==> src/oversampled_half_duplex_soft_uart_top_defines.svh <==
// assertion macros shared by the soft uart rtl
// needs a clock named i_clk and an active-low reset named i_rst_n in scope
`ifndef OVERSAMPLED_HALF_DUPLEX_SOFT_UART_TOP_DEFINES_SVH
`define OVERSAMPLED_HALF_DUPLEX_SOFT_UART_TOP_DEFINES_SVH

// condition holds on every clock outside reset
`define OHSU_ASSERT(label, cond) \
    label: assert property (@(posedge i_clk) disable iff (!i_rst_n) (cond)) \
        else $error("soft uart assertion failed");

// same-cycle implication
`define OHSU_ASSERT_IMP(label, ante, cons) \
    label: assert property (@(posedge i_clk) disable iff (!i_rst_n) (ante) |-> (cons)) \
        else $error("soft uart assertion failed");

// next-cycle implication
`define OHSU_ASSERT_NEXT(label, ante, cons) \
    label: assert property (@(posedge i_clk) disable iff (!i_rst_n) (ante) |=> (cons)) \
        else $error("soft uart assertion failed");

`endif

==> src/ohsu_pkg.sv <==
// types, constants and helper functions for the half-duplex soft uart
// no dependencies; used by every rtl file of the block
`default_nettype none

package ohsu_pkg;

    // sizing
    localparam int TX_DEPTH        = 16;
    localparam int SAMPLES_PER_BIT = 3;
    localparam int CNT_W  = $clog2(TX_DEPTH + 1);
    localparam int ADDR_W = (TX_DEPTH > 1) ? $clog2(TX_DEPTH) : 1;
    localparam int SC_W   = $clog2(SAMPLES_PER_BIT + 1);
    localparam int HIST_W = SAMPLES_PER_BIT;

    localparam logic [CNT_W-1:0] TX_DEPTH_N = CNT_W'(TX_DEPTH);
    localparam logic [SC_W-1:0]  SPB_N      = SC_W'(SAMPLES_PER_BIT);
    localparam logic [2:0]       LAST_BIT   = 3'd7;

    // function codes
    localparam logic [1:0] FUNC_LOAD = 2'd0;
    localparam logic [1:0] FUNC_TX   = 2'd1;
    localparam logic [1:0] FUNC_RX   = 2'd2;

    // line phase, shared by transmit and receive
    typedef enum logic [3:0] {
        PH_IDLE  = 4'b0001,
        PH_START = 4'b0010,
        PH_DATA  = 4'b0100,
        PH_STOP  = 4'b1000
    } t_phase;

    typedef struct packed {
        logic [1:0] func;
        logic [7:0] tx_byte;
        logic       tx_last;
        logic       rx_line;
    } t_in_item;

    typedef struct packed {
        logic        tx_line;
        logic        tx_active;
        logic        tx_done;
        logic [7:0]  rx_byte;
        logic        rx_valid;
        logic [15:0] rx_total;
        logic        rx_enabled;
    } t_out_item;

    // majority vote, a tie decides low
    function automatic logic vote(input logic [HIST_W-1:0] hist);
        logic [SC_W-1:0] ones;
        ones = '0;
        for (int i = 0; i < HIST_W; i++) begin
            ones = ones + SC_W'(hist[i]);
        end
        return ({ones, 1'b0} > (SC_W + 1)'(SAMPLES_PER_BIT));
    endfunction

endpackage

`default_nettype wire

==> src/oversampled_half_duplex_soft_uart_top.sv <==
// half-duplex 8n1 soft uart with majority-vote oversampling, top level
// the result of a beat is registered in the output buffer when the beat is accepted
// throughput: one beat per cycle while the input is not stalled; state updates in a single pass per beat
// a two-entry output buffer keeps input flowing while one result waits
// reset: synchronous active low, clears all control state, line idles high
`default_nettype none

module oversampled_half_duplex_soft_uart_top (
    input  wire logic                i_clk,
    input  wire logic                i_rst_n,
    input  wire logic                i_in_valid,
    output logic                     o_in_stall,
    input  wire ohsu_pkg::t_in_item  i_in_item,
    output logic                     o_out_valid,
    input  wire logic                i_out_stall,
    output ohsu_pkg::t_out_item      o_out_item
);

    logic                in_fire;
    ohsu_pkg::t_out_item result;

    // input beat accepted
    assign in_fire = i_in_valid && !o_in_stall;

    ohsu_core u_core (
        .i_clk    (i_clk),
        .i_rst_n  (i_rst_n),
        .i_fire   (in_fire),
        .i_item   (i_in_item),
        .o_result (result)
    );

    ohsu_skid u_skid (
        .i_clk   (i_clk),
        .i_rst_n (i_rst_n),
        .i_valid (in_fire),
        .i_data  (result),
        .o_stall (o_in_stall),
        .o_valid (o_out_valid),
        .o_data  (o_out_item),
        .i_stall (i_out_stall)
    );

endmodule

`default_nettype wire

==> src/ohsu_core.sv <==
// soft uart state and per-beat update: transmit buffer, tx serializer, rx voter
// depends on ohsu_pkg and the defines header
`default_nettype none
`include "oversampled_half_duplex_soft_uart_top_defines.svh"

module ohsu_core (
    input  wire logic               i_clk,
    input  wire logic               i_rst_n,
    input  wire logic               i_fire,
    input  wire ohsu_pkg::t_in_item i_item,
    output ohsu_pkg::t_out_item     o_result
);

    logic [7:0] r_tx_buffer [ohsu_pkg::TX_DEPTH];

    logic [ohsu_pkg::CNT_W-1:0]  r_load_count, n_load_count;
    logic [ohsu_pkg::CNT_W-1:0]  r_tx_index, n_tx_index;
    ohsu_pkg::t_phase            r_tx_phase, n_tx_phase;
    logic [2:0]                  r_tx_bit_pos, n_tx_bit_pos;
    logic                        r_tx_level, n_tx_level;
    logic                        r_tx_enable, n_tx_enable;
    logic                        r_rx_enable, n_rx_enable;
    ohsu_pkg::t_phase            r_rx_phase, n_rx_phase;
    logic [ohsu_pkg::SC_W-1:0]   r_sample_count, n_sample_count;
    logic [ohsu_pkg::HIST_W-1:0] r_sample_history, n_sample_history;
    logic [2:0]                  r_rx_bit_pos, n_rx_bit_pos;
    logic [7:0]                  r_rx_shift, n_rx_shift;
    logic [15:0]                 r_rx_counter, n_rx_counter;

    logic                        buf_wr;
    logic [7:0]                  buf_rd;
    logic [ohsu_pkg::CNT_W-1:0]  idx_inc;
    logic                        tx_done;
    logic                        rx_valid;
    logic                        rx_bit;
    ohsu_pkg::t_phase            ph_b;
    logic [7:0]                  shift_b;
    logic [2:0]                  bpos_b;
    logic [ohsu_pkg::SC_W-1:0]   cnt_b, cnt_n;
    logic [ohsu_pkg::HIST_W-1:0] hist_b, hist_n;

    // byte under transmission; index stays below the fill level while sending
    assign buf_rd  = r_tx_buffer[r_tx_index[ohsu_pkg::ADDR_W-1:0]];
    assign idx_inc = r_tx_index + 1'b1;

    // receive base values: a start edge in idle restarts the frame
    always_comb begin
        if (r_rx_phase == ohsu_pkg::PH_IDLE) begin
            ph_b    = ohsu_pkg::PH_START;
            shift_b = '0;
            bpos_b  = '0;
            cnt_b   = '0;
            hist_b  = '0;
        end else begin
            ph_b    = r_rx_phase;
            shift_b = r_rx_shift;
            bpos_b  = r_rx_bit_pos;
            cnt_b   = r_sample_count;
            hist_b  = r_sample_history;
        end
        hist_n = ohsu_pkg::HIST_W'({hist_b, i_item.rx_line});
        cnt_n  = cnt_b + 1'b1;
        rx_bit = ohsu_pkg::vote(hist_n);
    end

    // next state for one beat
    always_comb begin
        n_load_count     = r_load_count;
        n_tx_index       = r_tx_index;
        n_tx_phase       = r_tx_phase;
        n_tx_bit_pos     = r_tx_bit_pos;
        n_tx_level       = r_tx_level;
        n_tx_enable      = r_tx_enable;
        n_rx_enable      = r_rx_enable;
        n_rx_phase       = r_rx_phase;
        n_sample_count   = r_sample_count;
        n_sample_history = r_sample_history;
        n_rx_bit_pos     = r_rx_bit_pos;
        n_rx_shift       = r_rx_shift;
        n_rx_counter     = r_rx_counter;
        buf_wr           = 1'b0;
        tx_done          = 1'b0;
        rx_valid         = 1'b0;

        unique case (i_item.func)
            ohsu_pkg::FUNC_LOAD: begin
                // loads are ignored while a message is on the line
                if (!r_tx_enable) begin
                    if (r_load_count < ohsu_pkg::TX_DEPTH_N) begin
                        buf_wr       = 1'b1;
                        n_load_count = r_load_count + 1'b1;
                    end
                    if (i_item.tx_last && (n_load_count != '0)) begin
                        n_tx_enable  = 1'b1;
                        n_rx_enable  = 1'b0;
                        n_tx_index   = '0;
                        n_tx_bit_pos = '0;
                        n_tx_phase   = ohsu_pkg::PH_START;
                    end
                end
            end
            ohsu_pkg::FUNC_TX: begin
                if (r_tx_enable) begin
                    unique case (r_tx_phase)
                        ohsu_pkg::PH_START: begin
                            n_tx_level   = 1'b0;
                            n_tx_bit_pos = '0;
                            n_tx_phase   = ohsu_pkg::PH_DATA;
                        end
                        ohsu_pkg::PH_DATA: begin
                            n_tx_level = buf_rd[r_tx_bit_pos];
                            if (r_tx_bit_pos == ohsu_pkg::LAST_BIT) begin
                                n_tx_bit_pos = '0;
                                n_tx_phase   = ohsu_pkg::PH_STOP;
                            end else begin
                                n_tx_bit_pos = r_tx_bit_pos + 1'b1;
                            end
                        end
                        ohsu_pkg::PH_STOP: begin
                            n_tx_level   = 1'b1;
                            n_tx_bit_pos = '0;
                            if (idx_inc < r_load_count) begin
                                n_tx_index = idx_inc;
                                n_tx_phase = ohsu_pkg::PH_START;
                            end else begin
                                // message finished, hand the line back to rx
                                n_tx_index   = '0;
                                n_tx_phase   = ohsu_pkg::PH_IDLE;
                                n_tx_enable  = 1'b0;
                                n_rx_enable  = 1'b1;
                                n_load_count = '0;
                                tx_done      = 1'b1;
                            end
                        end
                        default: begin
                            n_tx_phase = ohsu_pkg::PH_START;
                        end
                    endcase
                end
            end
            ohsu_pkg::FUNC_RX: begin
                if (r_rx_enable &&
                    !((r_rx_phase == ohsu_pkg::PH_IDLE) && i_item.rx_line)) begin
                    n_rx_phase   = ph_b;
                    n_rx_shift   = shift_b;
                    n_rx_bit_pos = bpos_b;
                    if (cnt_n < ohsu_pkg::SPB_N) begin
                        // still collecting samples for this bit
                        n_sample_count   = cnt_n;
                        n_sample_history = hist_n;
                    end else begin
                        n_sample_count   = '0;
                        n_sample_history = '0;
                        unique case (ph_b)
                            ohsu_pkg::PH_START: begin
                                n_rx_phase   = rx_bit ? ohsu_pkg::PH_STOP
                                                      : ohsu_pkg::PH_DATA;
                                n_rx_bit_pos = '0;
                            end
                            ohsu_pkg::PH_DATA: begin
                                n_rx_shift = shift_b | (8'(rx_bit) << bpos_b);
                                if (bpos_b == ohsu_pkg::LAST_BIT) begin
                                    n_rx_bit_pos = '0;
                                    n_rx_phase   = ohsu_pkg::PH_STOP;
                                end else begin
                                    n_rx_bit_pos = bpos_b + 1'b1;
                                end
                            end
                            default: begin
                                // stop bit or stop hunting: only a high vote ends it
                                if (rx_bit) begin
                                    n_rx_counter = r_rx_counter + 1'b1;
                                    n_rx_phase   = ohsu_pkg::PH_IDLE;
                                    rx_valid     = 1'b1;
                                end
                            end
                        endcase
                    end
                end
            end
            default: begin
            end
        endcase
    end

    // state registers
    always_ff @(posedge i_clk) begin
        if (!i_rst_n) begin
            r_load_count     <= '0;
            r_tx_index       <= '0;
            r_tx_phase       <= ohsu_pkg::PH_IDLE;
            r_tx_bit_pos     <= '0;
            r_tx_level       <= 1'b1;
            r_tx_enable      <= 1'b0;
            r_rx_enable      <= 1'b1;
            r_rx_phase       <= ohsu_pkg::PH_IDLE;
            r_sample_count   <= '0;
            r_sample_history <= '0;
            r_rx_bit_pos     <= '0;
            r_rx_shift       <= '0;
            r_rx_counter     <= '0;
        end else if (i_fire) begin
            r_load_count     <= n_load_count;
            r_tx_index       <= n_tx_index;
            r_tx_phase       <= n_tx_phase;
            r_tx_bit_pos     <= n_tx_bit_pos;
            r_tx_level       <= n_tx_level;
            r_tx_enable      <= n_tx_enable;
            r_rx_enable      <= n_rx_enable;
            r_rx_phase       <= n_rx_phase;
            r_sample_count   <= n_sample_count;
            r_sample_history <= n_sample_history;
            r_rx_bit_pos     <= n_rx_bit_pos;
            r_rx_shift       <= n_rx_shift;
            r_rx_counter     <= n_rx_counter;
        end
    end

    // transmit buffer, written at the fill level
    always_ff @(posedge i_clk) begin
        if (i_fire && buf_wr) begin
            r_tx_buffer[r_load_count[ohsu_pkg::ADDR_W-1:0]] <= i_item.tx_byte;
        end
    end

    // result of this beat, after the update
    always_comb begin
        o_result.tx_line    = n_tx_level;
        o_result.tx_active  = n_tx_enable;
        o_result.tx_done    = tx_done;
        o_result.rx_byte    = n_rx_shift;
        o_result.rx_valid   = rx_valid;
        o_result.rx_total   = n_rx_counter;
        o_result.rx_enabled = n_rx_enable;
    end

    `OHSU_ASSERT(a_half_duplex, r_tx_enable != r_rx_enable)
    `OHSU_ASSERT_IMP(a_tx_index_range, r_tx_enable, r_tx_index < r_load_count)
    `OHSU_ASSERT_NEXT(a_done_releases, i_fire && tx_done, !r_tx_enable && r_rx_enable)
    `OHSU_ASSERT_NEXT(a_rx_valid_idle, i_fire && rx_valid, r_rx_phase == ohsu_pkg::PH_IDLE)

endmodule

`default_nettype wire

==> src/ohsu_skid.sv <==
// two-entry result buffer: output register plus skid register
// depends on ohsu_pkg and the defines header
`default_nettype none
`include "oversampled_half_duplex_soft_uart_top_defines.svh"

module ohsu_skid (
    input  wire logic                i_clk,
    input  wire logic                i_rst_n,
    input  wire logic                i_valid,
    input  wire ohsu_pkg::t_out_item i_data,
    output logic                     o_stall,
    output logic                     o_valid,
    output ohsu_pkg::t_out_item      o_data,
    input  wire logic                i_stall
);

    logic                r_out_valid;
    logic                r_skid_valid;
    ohsu_pkg::t_out_item r_out_data;
    ohsu_pkg::t_out_item r_skid_data;
    logic                out_take;

    assign out_take = r_out_valid && !i_stall;
    assign o_stall  = r_skid_valid;
    assign o_valid  = r_out_valid;
    assign o_data   = r_out_data;

    // valid flags
    always_ff @(posedge i_clk) begin
        if (!i_rst_n) begin
            r_out_valid  <= 1'b0;
            r_skid_valid <= 1'b0;
        end else if (r_skid_valid) begin
            if (out_take) begin
                r_skid_valid <= 1'b0;
            end
        end else if (i_valid) begin
            if (r_out_valid && !out_take) begin
                r_skid_valid <= 1'b1;
            end else begin
                r_out_valid <= 1'b1;
            end
        end else if (out_take) begin
            r_out_valid <= 1'b0;
        end
    end

    // payload moves
    always_ff @(posedge i_clk) begin
        if (r_skid_valid) begin
            if (out_take) begin
                r_out_data <= r_skid_data;
            end
        end else if (i_valid) begin
            if (r_out_valid && !out_take) begin
                r_skid_data <= i_data;
            end else begin
                r_out_data <= i_data;
            end
        end
    end

    `OHSU_ASSERT_IMP(a_skid_behind_out, r_skid_valid, r_out_valid)

endmodule

`default_nettype wire
==> config.mk <==
export PLATFORM = sky130hd
export DESIGN_NAME = oversampled_half_duplex_soft_uart_top
export DESIGN_NICKNAME = d
export VERILOG_FILES = /design/src/ohsu_pkg.sv /design/src/oversampled_half_duplex_soft_uart_top.sv /design/src/ohsu_core.sv /design/src/ohsu_skid.sv
export VERILOG_INCLUDE_DIRS = /design/src /design/src/src
export SDC_FILE = /design/constraint.sdc
export NUM_CORES = 1
export LEC_CHECK = 0
export ABC_AREA = 1
export BUFFER_PORTS_ARGS = -buffer_cell sky130_fd_sc_hd__buf_2
export CAP_MARGIN = 20
export CORE_MARGIN = 5
export CORE_UTILIZATION = 30
export DETAILED_ROUTE_END_ITERATION = 10
export PLACE_DENSITY_LB_ADDON = 0.3
export REMOVE_ABC_BUFFERS = 1
export SETUP_SLACK_MARGIN = 0.05
export SLEW_MARGIN = 20
export SYNTH_ARGS = -nofsm -noshare
export SYNTH_HDL_FRONTEND = slang
export SYNTH_HIERARCHICAL = 1
export SYNTH_SLANG_ARGS = --single-unit
==> constraint.sdc <==
create_clock -name i_clk -period 2.9 [get_ports i_clk]
set_clock_uncertainty 0.15 [all_clocks]
set_input_delay 0.58 -clock i_clk [delete_from_list [all_inputs] [get_ports i_clk]]
set_output_delay 0.58 -clock i_clk [all_outputs]
set_load 0.05 [all_outputs]
Word level (Yosys, flattened, before mapping)
Memory sizes are Yosys's and may differ from the RTL's. A register that Yosys moved wholly into a read port is not among the register bits. Cells that the tools add are included.

$add $sub $neg: 8. Magnitude comparators: 5. Equal/unequal tests: 20. Shift-type cells: 1. Mux-type cells: 95. Bitwise logic cells: 2. Reduce and logical (&&, ||, !) cells: 26.

Operators by type and width (count): 29-bit 2-to-1 mux (4); 16-bit 2-to-1 mux (5); 5-bit 2-to-1 mux (12); 4-bit 2-to-1 mux (11); 8-bit 2-to-1 mux (5); 1-bit 2-to-1 mux (34); 6-bit AND reduction (4); 3-bit 2-to-1 mux (7); 5-bit one-hot mux with 2 select lines (2); 3-bit one-hot mux with 2 select lines (3); 16-bit by 1-bit adder with 16-bit output, second input constant (1); 4-bit one-hot mux with 2 select lines (2); 4-bit one-hot mux with 3 select lines (1); 3-bit AND reduction (4); 5-bit by 1-bit adder with 5-bit output, second input constant (2); 2-bit 2-to-1 mux (5); 4-bit by 2-bit == test with 1-bit output, second input constant (2); 4-bit by 3-bit == test with 1-bit output, second input constant (2); 2-bit by 1-bit != test with 1-bit output, second input constant (4); 2-bit != test, second input constant (4); 8-bit bitwise OR (1); 1-bit by 3-bit left shift with 8-bit output (1); 1-bit logical AND (7); 3-bit by 1-bit adder with 3-bit output, second input constant (2); other kinds (24) (32).

Register bits: 115. Memory bits (writable): 128. Input bits: 16. Output and inout bits: 31. Word-level logic and storage cells: 187. Memories kept: 1.

Memories: u_core.r_tx_buffer (depth 16, width 8, rd ports 1, clocked after memory_dff 1, wr ports 1, RTL line ohsu_core.sv:14) `logic [7:0] r_tx_buffer [ohsu_pkg::TX_DEPTH];`.

Depth between registers and ports, before layout
Gate-level depths: netlist (run 1).

Word-level depth: 14. Mapped depth: 17.

By module
Netlist (run 1), hierarchy kept.

Modules (own cells, without submodules): ohsu_core (instances 1, cells an instance 924, area each 8693.3 um^2, sequential area each 5024.8 um^2); ohsu_skid (instances 1, cells an instance 172, area each 2250.9 um^2, sequential area each 1781.7 um^2); oversampled_half_duplex_soft_uart_top (instances 1, cells an instance 2, area each 10.0 um^2, sequential area each 0.0 um^2).

Worst setup path after synthesis (run 1)
OpenSTA, ideal clock, no wires.

Path kind: register to register. From: reg u_skid.r_skid_valid, in the netlist u_skid/o_stall. To: reg u_skid.r_out_data, in the netlist u_skid/o_data[0], enable pin. Data arrival time: 2441 ps. Path slack: -116 ps. Stages on the path, launching flop included: 4. Path buffers: 1. Clock period less this slack: 3016 ps. Cells stage by stage: dfxtp_1 -> buf_6 -> nand2_1 -> a21oi_1.

Longest elaborated chain between the ends: 4.

Ends and longest elaborated chain: start, declared (RTL line ohsu_skid.sv:18) `logic r_skid_valid;`; start signal, assigned (RTL line ohsu_skid.sv:32) `r_skid_valid <= 1'b0;`; start signal, assigned (RTL line ohsu_skid.sv:35) `r_skid_valid <= 1'b0;`; start signal, assigned (RTL line ohsu_skid.sv:39) `r_skid_valid <= 1'b1;`; 1-bit zero test (RTL line oversampled_half_duplex_soft_uart_top.sv:23) `assign in_fire = i_in_valid && !o_in_stall;`; 1-bit logical AND (RTL line oversampled_half_duplex_soft_uart_top.sv:23); 2-bit nonzero test (no source line); 3-bit AND reduction (no source line) *; end signal, assigned (RTL line ohsu_skid.sv:52) `r_out_data <= r_skid_data;`; end signal, assigned (RTL line ohsu_skid.sv:58) `r_out_data <= i_data;`; end, declared (RTL line ohsu_skid.sv:19) `ohsu_pkg::t_out_item r_out_data;`.

Every way passes the cells marked *; elsewhere a longest branch is shown, timed or not. A chain may end at the register's enable or synchronous reset.

==> run_results.csv, run 1 <==
group,metric,value,unit
global_route,gr-total-overflow,0,
final_layout,drive_above_1_share,0.136,
drt,dr.pass1.iters,5,
final_layout,final_common_cell,"nand2_1",
final_layout,regArea,6810,um^2
logic_synthesis,seq_area_frac_synth,0.621,
run_status,status,"completed",
pwr,ir_worst_vdd,0.397,mV
drt,routed_wl,25.7,mm
logic_synthesis,synth_top_family_by_area,"simple AND/OR/NAND/NOR gates",
sta,max_slew_margin,0.601,
logic_synthesis,yosys.area_share.simple,0.219,
placement,io_buffers,46,
flow_run,maxCapViolCount,0,
drt,drt-wirelength-per-cell,15.6,um
sta,clock.fmax,384,MHz
pwr,p_sw,1820,uW
global_route,grt_max_degree,65,
logic_synthesis,synth_mux_area_frac,0,
drt,via_count,7592,
drt,ant_nets,0,
clock_network,post_cts_buffers,0,
final_layout,final_area,12700,um^2
drt,met1_length,12.2,mm
logic_synthesis,syn_area,11000,um^2
clock_network,cts_tree,"done",
critical_path,endpoint_kind,"flop",
die,rows,70,
sta,setup_slack,0.297,ns
drt,met2_length,11.9,mm
global_route,grt_pass1_vias,7527,
sta,worst_pin_slew,0.597,ns
pwr,pwr-share-comb,0.069,
placement,pre_cts_ws,0.282,ns
global_route,gr-usage-all-layers,0.125,
final_layout,antenna_cells,0,
logic_synthesis,yosys_most_used_dff,"edfxtp_1",
critical_path,path_max_fanout,5,
die,fp.dieArea,40400,um^2
clock_network,clock-sinks,247,
logic_synthesis,synth_edf_count,186,
logic_synthesis,yosys_warnings,6,
final_layout,multi_input_area,3460,um^2
final_layout,fin_nets,1188,
pwr,clkPwrFrac,0.427,
drt,met3_length,1.11,mm
sta,period_needed,2.60,ns
logic_synthesis,synth_top_area_share,0.510,
placement,dpl.cell_count,1596,
global_route,antenna_found_initial,3,
logic_synthesis,synth-compound-area-share,0.0617,
clock_network,clk_pin_slew,0.06,ns
sta,setup_violations,0,
die,dieWidth,201,um
min_path,min_path_type,"primary input to flop",
die,fp.coreArea,36300,um^2
final_layout,fill_cells,3665,
critical_path,path_class,"flop to flop",
logic_synthesis,synth_area_per_cell,9.98,um^2
logic_synthesis,ys_async_sr_fraction,0,
pwr,p_per_area,619,nW/um^2
drt,top_layer,"met5",
die,start_util,0.301,
clock_network,htree_levels,1,
global_route,grt_pass1_wl,41.7,mm
clock_network,cts.path.max_buffers,3,
clock_network,clock_latency,0.52,ns
drt,drt-initial-drc-count,493,
critical_path,cp.arrival,2.73,ns
clock_network,numCtsBuffers,27,
sta,drv_slew,0,
pwr,switching_share,0.232,
placement,hpwl,17.1,mm
die,pin_count,47,
sta,finalCritPeriodShare,0.898,
logic_synthesis,synth_cells,1098,
logic_synthesis,synthAdderAreaFrac,0.0171,
logic_synthesis,ys_ff_latch,247,
logic_synthesis,synth_top_area_cell,"edfxtp_1",
placement,dpl-instance-area,11800,um^2
sta,rsz0062_at_grt,"no",
pwr,power.leakage,0.00494,uW
final_layout,final_cells,1645,
pwr,p_seq_frac,0.504,
drt,drc,0,
final_layout,mostFrequentLayoutCells,"298 x nand2_1, 186 x edfxtp_1, 145 x nand3_1, 102 x inv_1, 60 x dfxtp_1",
critical_path,start_kind,"flop",
final_layout,syn_to_final_growth,15.5,%
logic_synthesis,yosys.area_share.xor_xnor,0.0172,
pwr,p_int,6020,uW
logic_synthesis,ys_types,47,
clock_network,postCtsHoldBufs,0,
drt,post_drt_via_cell_ratio,4.62,
placement,place.gp.congestion,0.845,
clock_network,root_buffer,"clkbuf_16",
critical_path,required,3.03,ns
sta,hold_viol_final,0,
clock_network,ctsResizeCount,0,
logic_synthesis,synth.area.top_cells,"edfxtp_1 51%, dfxtp_1 11%, nand2_1 10%",
die,die_h,201,um
## registers in the layout, summed over array words and instances, names as in the netlist, 2 cells and up, named ones only
register / cells
u_core/r_rx_phase: 4
u_core/r_rx_bit_pos: 3
u_core/r_sample_count: 2
u_skid/o_data: 29
u_core/r_tx_phase: 4
u_core/r_tx_index: 5
u_core/r_sample_history: 2
u_core/r_tx_buffer: 128
u_core/r_rx_counter: 16
u_core/r_tx_bit_pos: 3
u_skid/r_skid_data: 29
u_core/r_load_count: 5
u_core/r_rx_shift: 8
## logic make-up (layout without fill, tap and decap cells)
group	count (synthesis)	in the layout
compound gates	122	122
xor+xnor	19	19
fa+ha+maj	15	15
buf+inv	160	239
flops	247	247
simple gates	535	535
## layout make-up
class                      instances  share of cell area
multi-input combinational        691               0.273
timing repair buffer              79              0.0397
tap                              468              0.0463
clock inverter                    14              0.0103
inverter                         111              0.0337
clock buffer                      35              0.0589
sequential                       247               0.538
## metrics by stage
step | TNS (ns) | util | hold slack [ns] | power, uW
global placement | 0 | 0.324 | 0.303 | 4570
finish | 0 | 0.348 | 0.210 | 7840
detailed placement | 0 | 0.324 | 0.304 | 4570
global route | 0 | 0.348 | 0.205 | 8150
CTS | 0 | 0.348 | 0.182 | 7950
floorplan | -117.90 | - | 0.291 | 4380
## power groups by stage
stage / Clock (uW) / Sequential, uW / Combinational [uW]
after CTS: 3440 / 3960 / 548
after floorplan: 0 / 4170 / 217
after detailed placement: 0 / 4030 / 546
after global routing: 3590 / 3960 / 595
final: 3350 / 3950 / 539
after global placement: 0 / 4030 / 540
## metal layers
layer	track usage	vias up
li1	-	3824
met1	0.173	3585
met2	0.207	140
met3	0.0231	37
met4	0.0280	6
met5	0	-
## synthesized netlist by cell type, types with 2 or more instances
cell,count
or2_2,2
edfxtp_1,186
a21oi_1,52
inv_2,4
nand2_4,4
nand4_1,5
inv_1,102
a31oi_1,3
dfxtp_1,61
nand3b_1,4
nand3_4,2
o22ai_1,9
buf_6,3
buf_2,15
nand2_2,4
nor4_1,2
clkbuf_1,17
inv_4,4
nor3_1,5
ha_1,15
o21ai_1,6
nand3_1,145
o21ai_0,37
xor2_1,14
nand3_2,2
nor2_1,48
a211oi_1,5
buf_4,13
nor3b_1,2
or2_1,2
nand2_1,298
xnor2_1,2
o211ai_1,4
xor2_2,3
nor2_4,6
## worst max-delay path, cell delays in order, from the launching register on
cell and delay (ns):
dfxtp_1 0.34, nor2_4 0.15, nand3_4 0.12, inv_4 0.07, nor2_1 0.03, ha_1 0.26
inv_1 0.06, o21ai_4 0.22, inv_4 0.08, nor3_4 0.23, nand2_2 0.13, nor3_2 0.13
xor2_1 0.19, inv_1 0.08, nand2_1 0.07, nand2_1 0.05
## path summary, 6_finish.rpt
check | startpoint | end | slack [ns] | cells after the start
setup reg to reg | u_core/r_rx_phase[3] | u_skid/o_data[13] | 0.30 | 15
hold reg to reg | u_core/r_tx_level | u_core/r_tx_level | 0.32 | 2
hold / removal | i_in_item[0] | u_core/r_sample_history[0] | 0.21 | 3
setup / recovery | u_core/r_rx_phase[3] | u_skid/o_data[13] | 0.30 | 15
Power figures use the tool's default switching activity.
==> run 2, diff against run 1 <==
--- a/config.mk
+++ b/config.mk
@@ -15,5 +15,5 @@
 export PLACE_DENSITY_LB_ADDON = 0.3
 export REMOVE_ABC_BUFFERS = 1
-export SETUP_SLACK_MARGIN = 0.05
+export SETUP_SLACK_MARGIN = 0.2
 export SLEW_MARGIN = 20
 export SYNTH_ARGS = -nofsm -noshare
==> constraint.sdc (replaced) <==
create_clock -name i_clk -period 2.9 [get_ports i_clk]
set_clock_uncertainty 0.15 [all_clocks]
set_input_delay 0 -clock i_clk [delete_from_list [all_inputs] [get_ports i_clk]]
set_output_delay 0 -clock i_clk [all_outputs]
set_load 0.05 [all_outputs]
==> run 2 against run 1 <==
Worst hold slack improved by 0.016 ns. Die area unchanged. First-iteration DRC count decreased by 25%. Register-to-register slack improved by 0.03 ns. Via count increased by 2.6%. Core utilization increased by 0.90 points. Worst setup slack improved by 0.028 ns. Clock-buffer cell count decreased by 1. Final area increased by 2.6%.
==> run_results.csv, run 2 (synthesis gave the netlist of run 1 again) <==
group,metric,value,unit
global_route,gr-usage-all-layers,0.124,
global_route,grt_max_degree,65,
global_route,antenna_found_initial,3,
drt,routed_wl,25.7,mm
critical_path,endpoint_kind,"flop",
final_layout,fill_cells,3618,
final_layout,utilization,0.357,
clock_network,clk_pin_slew,0.06,ns
final_layout,largest_register_ffs,128,
critical_path,required,3.04,ns
clock_network,root_buffer,"clkbuf_16",
drt,via_count,7790,
sta,whs,0.226,ns
critical_path,path_class,"flop to flop",
placement,hpwl,16.5,mm
die,dieWidth,201,um
flow_run,maxCapViolCount,0,
critical_path,critical-path-top-delay-family,"simple AND/OR/NAND/NOR gates",
critical_path,path_buf_inv,4,
drt,post_drt_via_cell_ratio,4.63,
drt,met2_length,11.7,mm
final_layout,drive_above_1_share,0.140,
run_status,status,"completed",
clock_network,numCtsBuffers,28,
sta,max_slew_margin,0.600,
clock_network,clock-sinks,247,
die,fp.dieArea,40400,um^2
die,rows,70,
drt,drc,0,
min_path,min_path_type,"primary input to flop",
critical_path,start_kind,"flop",
clock_network,cts.path.max_buffers,3,
clock_network,clock_latency,0.54,ns
final_layout,syn_to_final_growth,18.5,%
global_route,grt_pass1_wl,41.2,mm
global_route,gr-total-overflow,0,
sta,drv_slew,0,
sta,setup_violations,0,
critical_path,cp_cell_sequence,"nor2_4, nand3_4, inv_6, nor2_1, ha_1, inv_1, o21ai_4, inv_4, nor2_4, nand3_4, or2_1, xor2_1, inv_1, nand2_1, nand2_1",
final_layout,mostFrequentLayoutCells,"298 x nand2_1, 186 x edfxtp_1, 145 x nand3_1, 102 x inv_1, 60 x dfxtp_1",
placement,io_buffers,46,
sta,finalCritPeriodShare,0.888,
sta,hold_viol_final,0,
drt,met1_length,12.3,mm
critical_path,cpMaxStageDelayCell,"dfxtp_1",
die,die_h,201,um
die,pin_count,47,
clock_network,cts_tree,"done",
critical_path,cpPeakStageDelay,0.33,ns
sta,worst_pin_slew,0.597,ns
sta,rsz0062_at_grt,"yes",
drt,top_layer,"met4",
die,start_util,0.301,
final_layout,fin_nets,1220,
pwr,p_per_area,617,nW/um^2
clock_network,htree_levels,1,
pwr,ir_worst_vdd,0.427,mV
drt,dr.pass1.iters,5,
critical_path,cp.arrival,2.71,ns
drt,drt-initial-drc-count,371,
global_route,grt_pass1_vias,7480,
sta,period_needed,2.58,ns
sta,clock.fmax,388,MHz
final_layout,final_common_cell,"nand2_1",
pwr,power.leakage,0.00508,uW
critical_path,path_max_fanout,5,
drt,met3_length,1.18,mm
drt,ant_nets,0,
placement,place.gp.congestion,0.847,
drt,drt-wirelength-per-cell,15.3,um
die,fp.coreArea,36300,um^2
==> run 2: changes by cell type in the layout (fill, tap and decap cells not counted), sizes merged <==
cell         before  now
clkinvlp          2    3
clkbuf           35   34
clkinv           10   11
bufinv            2    3
dlygate4sd3       0   18
diode             0    3
buf              79   92
==> run 2: layer usage <==
metal  track usage  vias to the layer above
li1              -                     3890
met1         0.176                     3708
met2         0.197                      157
met3        0.0236                       35
met4        0.0300                        0
met5             0                        -
==> run 2: worst min-delay path, cell delays in order <==
cell	delay [ns]
dlygate4sd3_1	0.53
buf_2	0.12
inv_1	0.04
nand2_1	0.04
nand2_1	0.05
a21oi_1	0.07
==> run 2: area by class of cell <==
| class | instances | area [um^2] | share of cell area |
|---|---|---|---|
| well taps | 468 | 586 | 0.0451 |
| repair buffers | 110 | 781 | 0.0601 |
| multi-input cells | 691 | 3460 | 0.267 |
| clock buffers | 34 | 744 | 0.0573 |
| clock inverters | 17 | 165 | 0.0127 |
| inverters | 111 | 432 | 0.0332 |
| flip-flops and latches | 247 | 6810 | 0.524 |
| diodes | 3 | 7.51 | 0.000578 |
==> run 2: power breakdown <==
group | internal [uW] | switching (uW) | leakage (uW)
clock network | 2090 | 1400 | 0.000435
registers | 3910 | 44.6 | 0.00220
logic | 152 | 420 | 0.00244
total | 6150 | 1860 | 0.00508
==> run 2: worst paths after layout <==
check	slack (ns)	cells past startpoint	to	start
setup / recovery	0.32	15	u_skid/o_data[5]	u_core/r_rx_phase[2]
hold / removal	0.23	6	u_skid/o_stall	i_out_stall
setup reg to reg	0.32	15	u_skid/o_data[5]	u_core/r_rx_phase[2]
hold reg to reg	0.33	2	u_core/r_tx_level	u_core/r_tx_level
==> run 2: stage by stage <==
step	total power, uW	cells	TNS, ns	worst slack (ns)	instance area [um^2]
after floorplan	4380	1049	-117.90	-0.878	10700
after global placement	4570	1598	0	0.248	11800
after detailed placement	4570	1598	0	0.214	11800
after CTS	8130	1667	0	0.206	12900
after global routing	8340	1681	0	0.187	13000
final	8010	1681	0	0.325	13000
==> run 2: timing repair <==
action	CTS	global route
gates resized for setup	0	4
endpoints found under the hold margin	176	0
hold buffers	18	0
endpoints found under the setup margin	0	17
buffers inserted	0	11
==> run 3, diff against run 2 <==
- SYNTH_HIERARCHICAL: 1 -> not set
==> run 3 against run 2 <==
Clock power up 3%. Worst hold slack better by 0.065 ns. Global-route usage down 0.071 points. Maximum frequency up 3.6%. Combinational power down 5.2%. Sequential power about the same. Sequential cell count unchanged. Cell count down 2.0%. Core utilization up 0.57 points. Via count down 2.0%. Synthesized cell count down 1.5%. Critical endpoint is now u_skid.o_data[15].
==> run_results.csv, run 3 <==
group,metric,value,unit
global_route,antenna_found_initial,0,
die,pin_count,47,
min_path,hold_start,"i_in_item[7]",
logic_synthesis,yosysMostFrequentCell,"nand2_1",
final_layout,final_area,12900,um^2
logic_synthesis,synth_edf_count,186,
logic_synthesis,yosys_warnings,0,
clock_network,clock_latency,0.53,ns
logic_synthesis,seq_area_frac_synth,0.630,
final_layout,fin_nets,1196,
pwr,p_total,8070,uW
critical_path,cpPeakStageDelay,0.35,ns
sta,worst_pin_slew,0.729,ns
sta,tns,0,ns
sta,finalCritPeriodShare,0.858,
min_path,min_path_type,"primary input to flop",
global_route,grt_pass1_vias,7376,
critical_path,cpMaxStageDelayCell,"dfxtp_1",
sta,whs,0.291,ns
logic_synthesis,synth_cells,1081,
logic_synthesis,ys_types,46,
logic_synthesis,yosys_most_used_dff,"edfxtp_1",
logic_synthesis,synth_top_area_cell,"edfxtp_1",
die,start_util,0.304,
die,die_h,200,um
placement,hpwl,16.5,mm
final_layout,antenna_cells,0,
drt,via_count,7635,
global_route,gr-total-overflow,0,
logic_synthesis,synth_top_area_share,0.517,
clock_network,cts_tree,"done",
sta,clock.fmax,402,MHz
critical_path,start_kind,"flop",
sta,period_needed,2.49,ns
min_path,whs_endpoint,"u_core.r_tx_buffer[1][5]",
die,fp.dieArea,39900,um^2
flow_run,maxCapViolCount,0,
final_layout,drive_above_1_share,0.136,
critical_path,path_class,"flop to flop",
critical_path,endpoint_kind,"flop",
pwr,power.leakage,0.00497,uW
drt,drc,0,
clock_network,cts.path.max_buffers,3,
logic_synthesis,synth_commonest_cells,"279 x nand2_1, 186 x edfxtp_1, 141 x nand3_1",
clock_network,clk_pin_slew,0.06,ns
clock_network,root_buffer,"clkbuf_16",
drt,ant_nets,0,
drt,routed_wl,25.1,mm
placement,dpl-instance-area,11700,um^2
sta,drv_slew,0,
clock_network,clock-sinks,247,
global_route,gr-usage-all-layers,0.124,
drt,drt-wirelength-per-cell,15.2,um
sta,hold_viol_final,0,
global_route,grt_pass1_wl,39.8,mm
logic_synthesis,ys_async_sr_fraction,0,
logic_synthesis,synth.area.top_cells,"edfxtp_1 52%, dfxtp_1 11%, nand2_1 9.7%",
critical_path,critical-path-top-delay-family,"simple AND/OR/NAND/NOR gates",
critical_path,required,3.02,ns
final_layout,utilization,0.363,
critical_path,path_buf_inv,1,
run_status,status,"completed",
logic_synthesis,ys_ff_latch,247,
final_layout,syn_to_final_growth,19.5,%
final_layout,final_common_cell,"nand2_1",
die,fp.coreArea,35600,um^2
sta,max_slew_margin,0.512,
critical_path,cp_cell_sequence,"nor2_4, nand2_4, nor2_8, nor2_1, ha_1, nand3_2, nand2_4, inv_2, nor2_1, nand3_1, nor2_2, nand2_1, xor2_2, o21ai_1",
clock_network,numCtsBuffers,28,
pwr,p_per_area,626,nW/um^2
clock_network,htree_levels,1,
placement,place.gp.congestion,0.840,
critical_path,path_max_fanout,7,
die,dieWidth,200,um
sta,setup_violations,0,
critical_path,cp.arrival,2.61,ns
drt,drt-initial-drc-count,516,
min_path,min_path_cells,2,
sta,rsz0062_at_grt,"yes",
critical_path,r2r_cells,14,
final_layout,largest_register_ffs,128,
drt,dr.pass1.iters,5,
final_layout,mostFrequentLayoutCells,"279 x nand2_1, 186 x edfxtp_1, 141 x nand3_1, 98 x inv_1, 58 x dfxtp_1",
global_route,grt_max_degree,65,
critical_path,r2r_start,"u_core.r_rx_phase[3]",
die,rows,69,
logic_synthesis,synth_area_per_cell,9.99,um^2
logic_synthesis,syn_area,10800,um^2
drt,post_drt_via_cell_ratio,4.64,
placement,io_buffers,46,
pwr,ir_worst_vdd,0.455,mV
critical_path,timing.rr.end,"u_skid.o_data[15]",
critical_path,r2r_slack,0.41,ns
[run 3: worst max path at each step]
stage	startpoint	endpoint	cells after the start
after floorplan	u_skid.o_stall	u_skid.o_data[0]	5
after global placement	u_core.r_rx_phase[3]	u_skid.o_data[15]	14
after detailed placement	u_core.r_rx_phase[3]	u_skid.o_data[15]	14
after CTS	u_core.r_rx_phase[3]	u_skid.o_data[15]	14
after global routing	u_core.r_rx_phase[3]	u_skid.o_data[14]	14
final	u_core.r_rx_phase[3]	u_skid.o_data[15]	14
[run 3: cell families (layout without fill, tap and decap cells)]
logic type,after synthesis,after routing,synth area share
compound gates,135,135,0.0682
xor+xnor,17,17,0.0159
buf+inv,148,253,0.0539
flops,247,247,0.630
fa+ha+maj,15,15,0.0174
simple gates,519,519,0.215
[run 3: layer usage]
layer / share of wire / global-route usage / vias to the layer above
li1: - / - / 3859
met1: 0.49 / 0.176 / 3593
met2: 0.45 / 0.200 / 143
met3: 0.045 / 0.0211 / 40
met4: 0.019 / 0.0262 / 0
met5: 0 / 0 / -
[run 3: final cells by class]
| class | instances | area, um^2 |
|---|---|---|
| Fill cell | 3607 | 22700 |
| Sequential cell | 247 | 6810 |
| Multi-Input combinational cell | 686 | 3460 |
| Clock buffer | 43 | 860 |
| Timing Repair Buffer | 95 | 698 |
| Tap cell | 461 | 577 |
| Inverter | 107 | 410 |
| Clock inverter | 8 | 97.6 |
[run 3: what timing repair did]
action / 4_1_cts / 5_1_grt
setup endpoints to repair: 0 / 16
hold buffers: 20 / 0
gates resized for setup: 0 / 10
hold endpoints to repair: 200 / 0
setup buffers: 0 / 6
[run 3: report_power, final]
part / switching, uW / internal, uW / total (uW)
Clock: 1370 / 2210 / 3580
Sequential: 48.9 / 3900 / 3950
Combinational: 398 / 145 / 542
[run 3: stage by stage]
stage | setup slack [ns] | std cells
floorplan | -1.31 | 1040
global placement | 0.364 | 1570
detailed placement | 0.284 | 1570
CTS | 0.277 | 1641
global route | 0.201 | 1647
finish | 0.413 | 1647
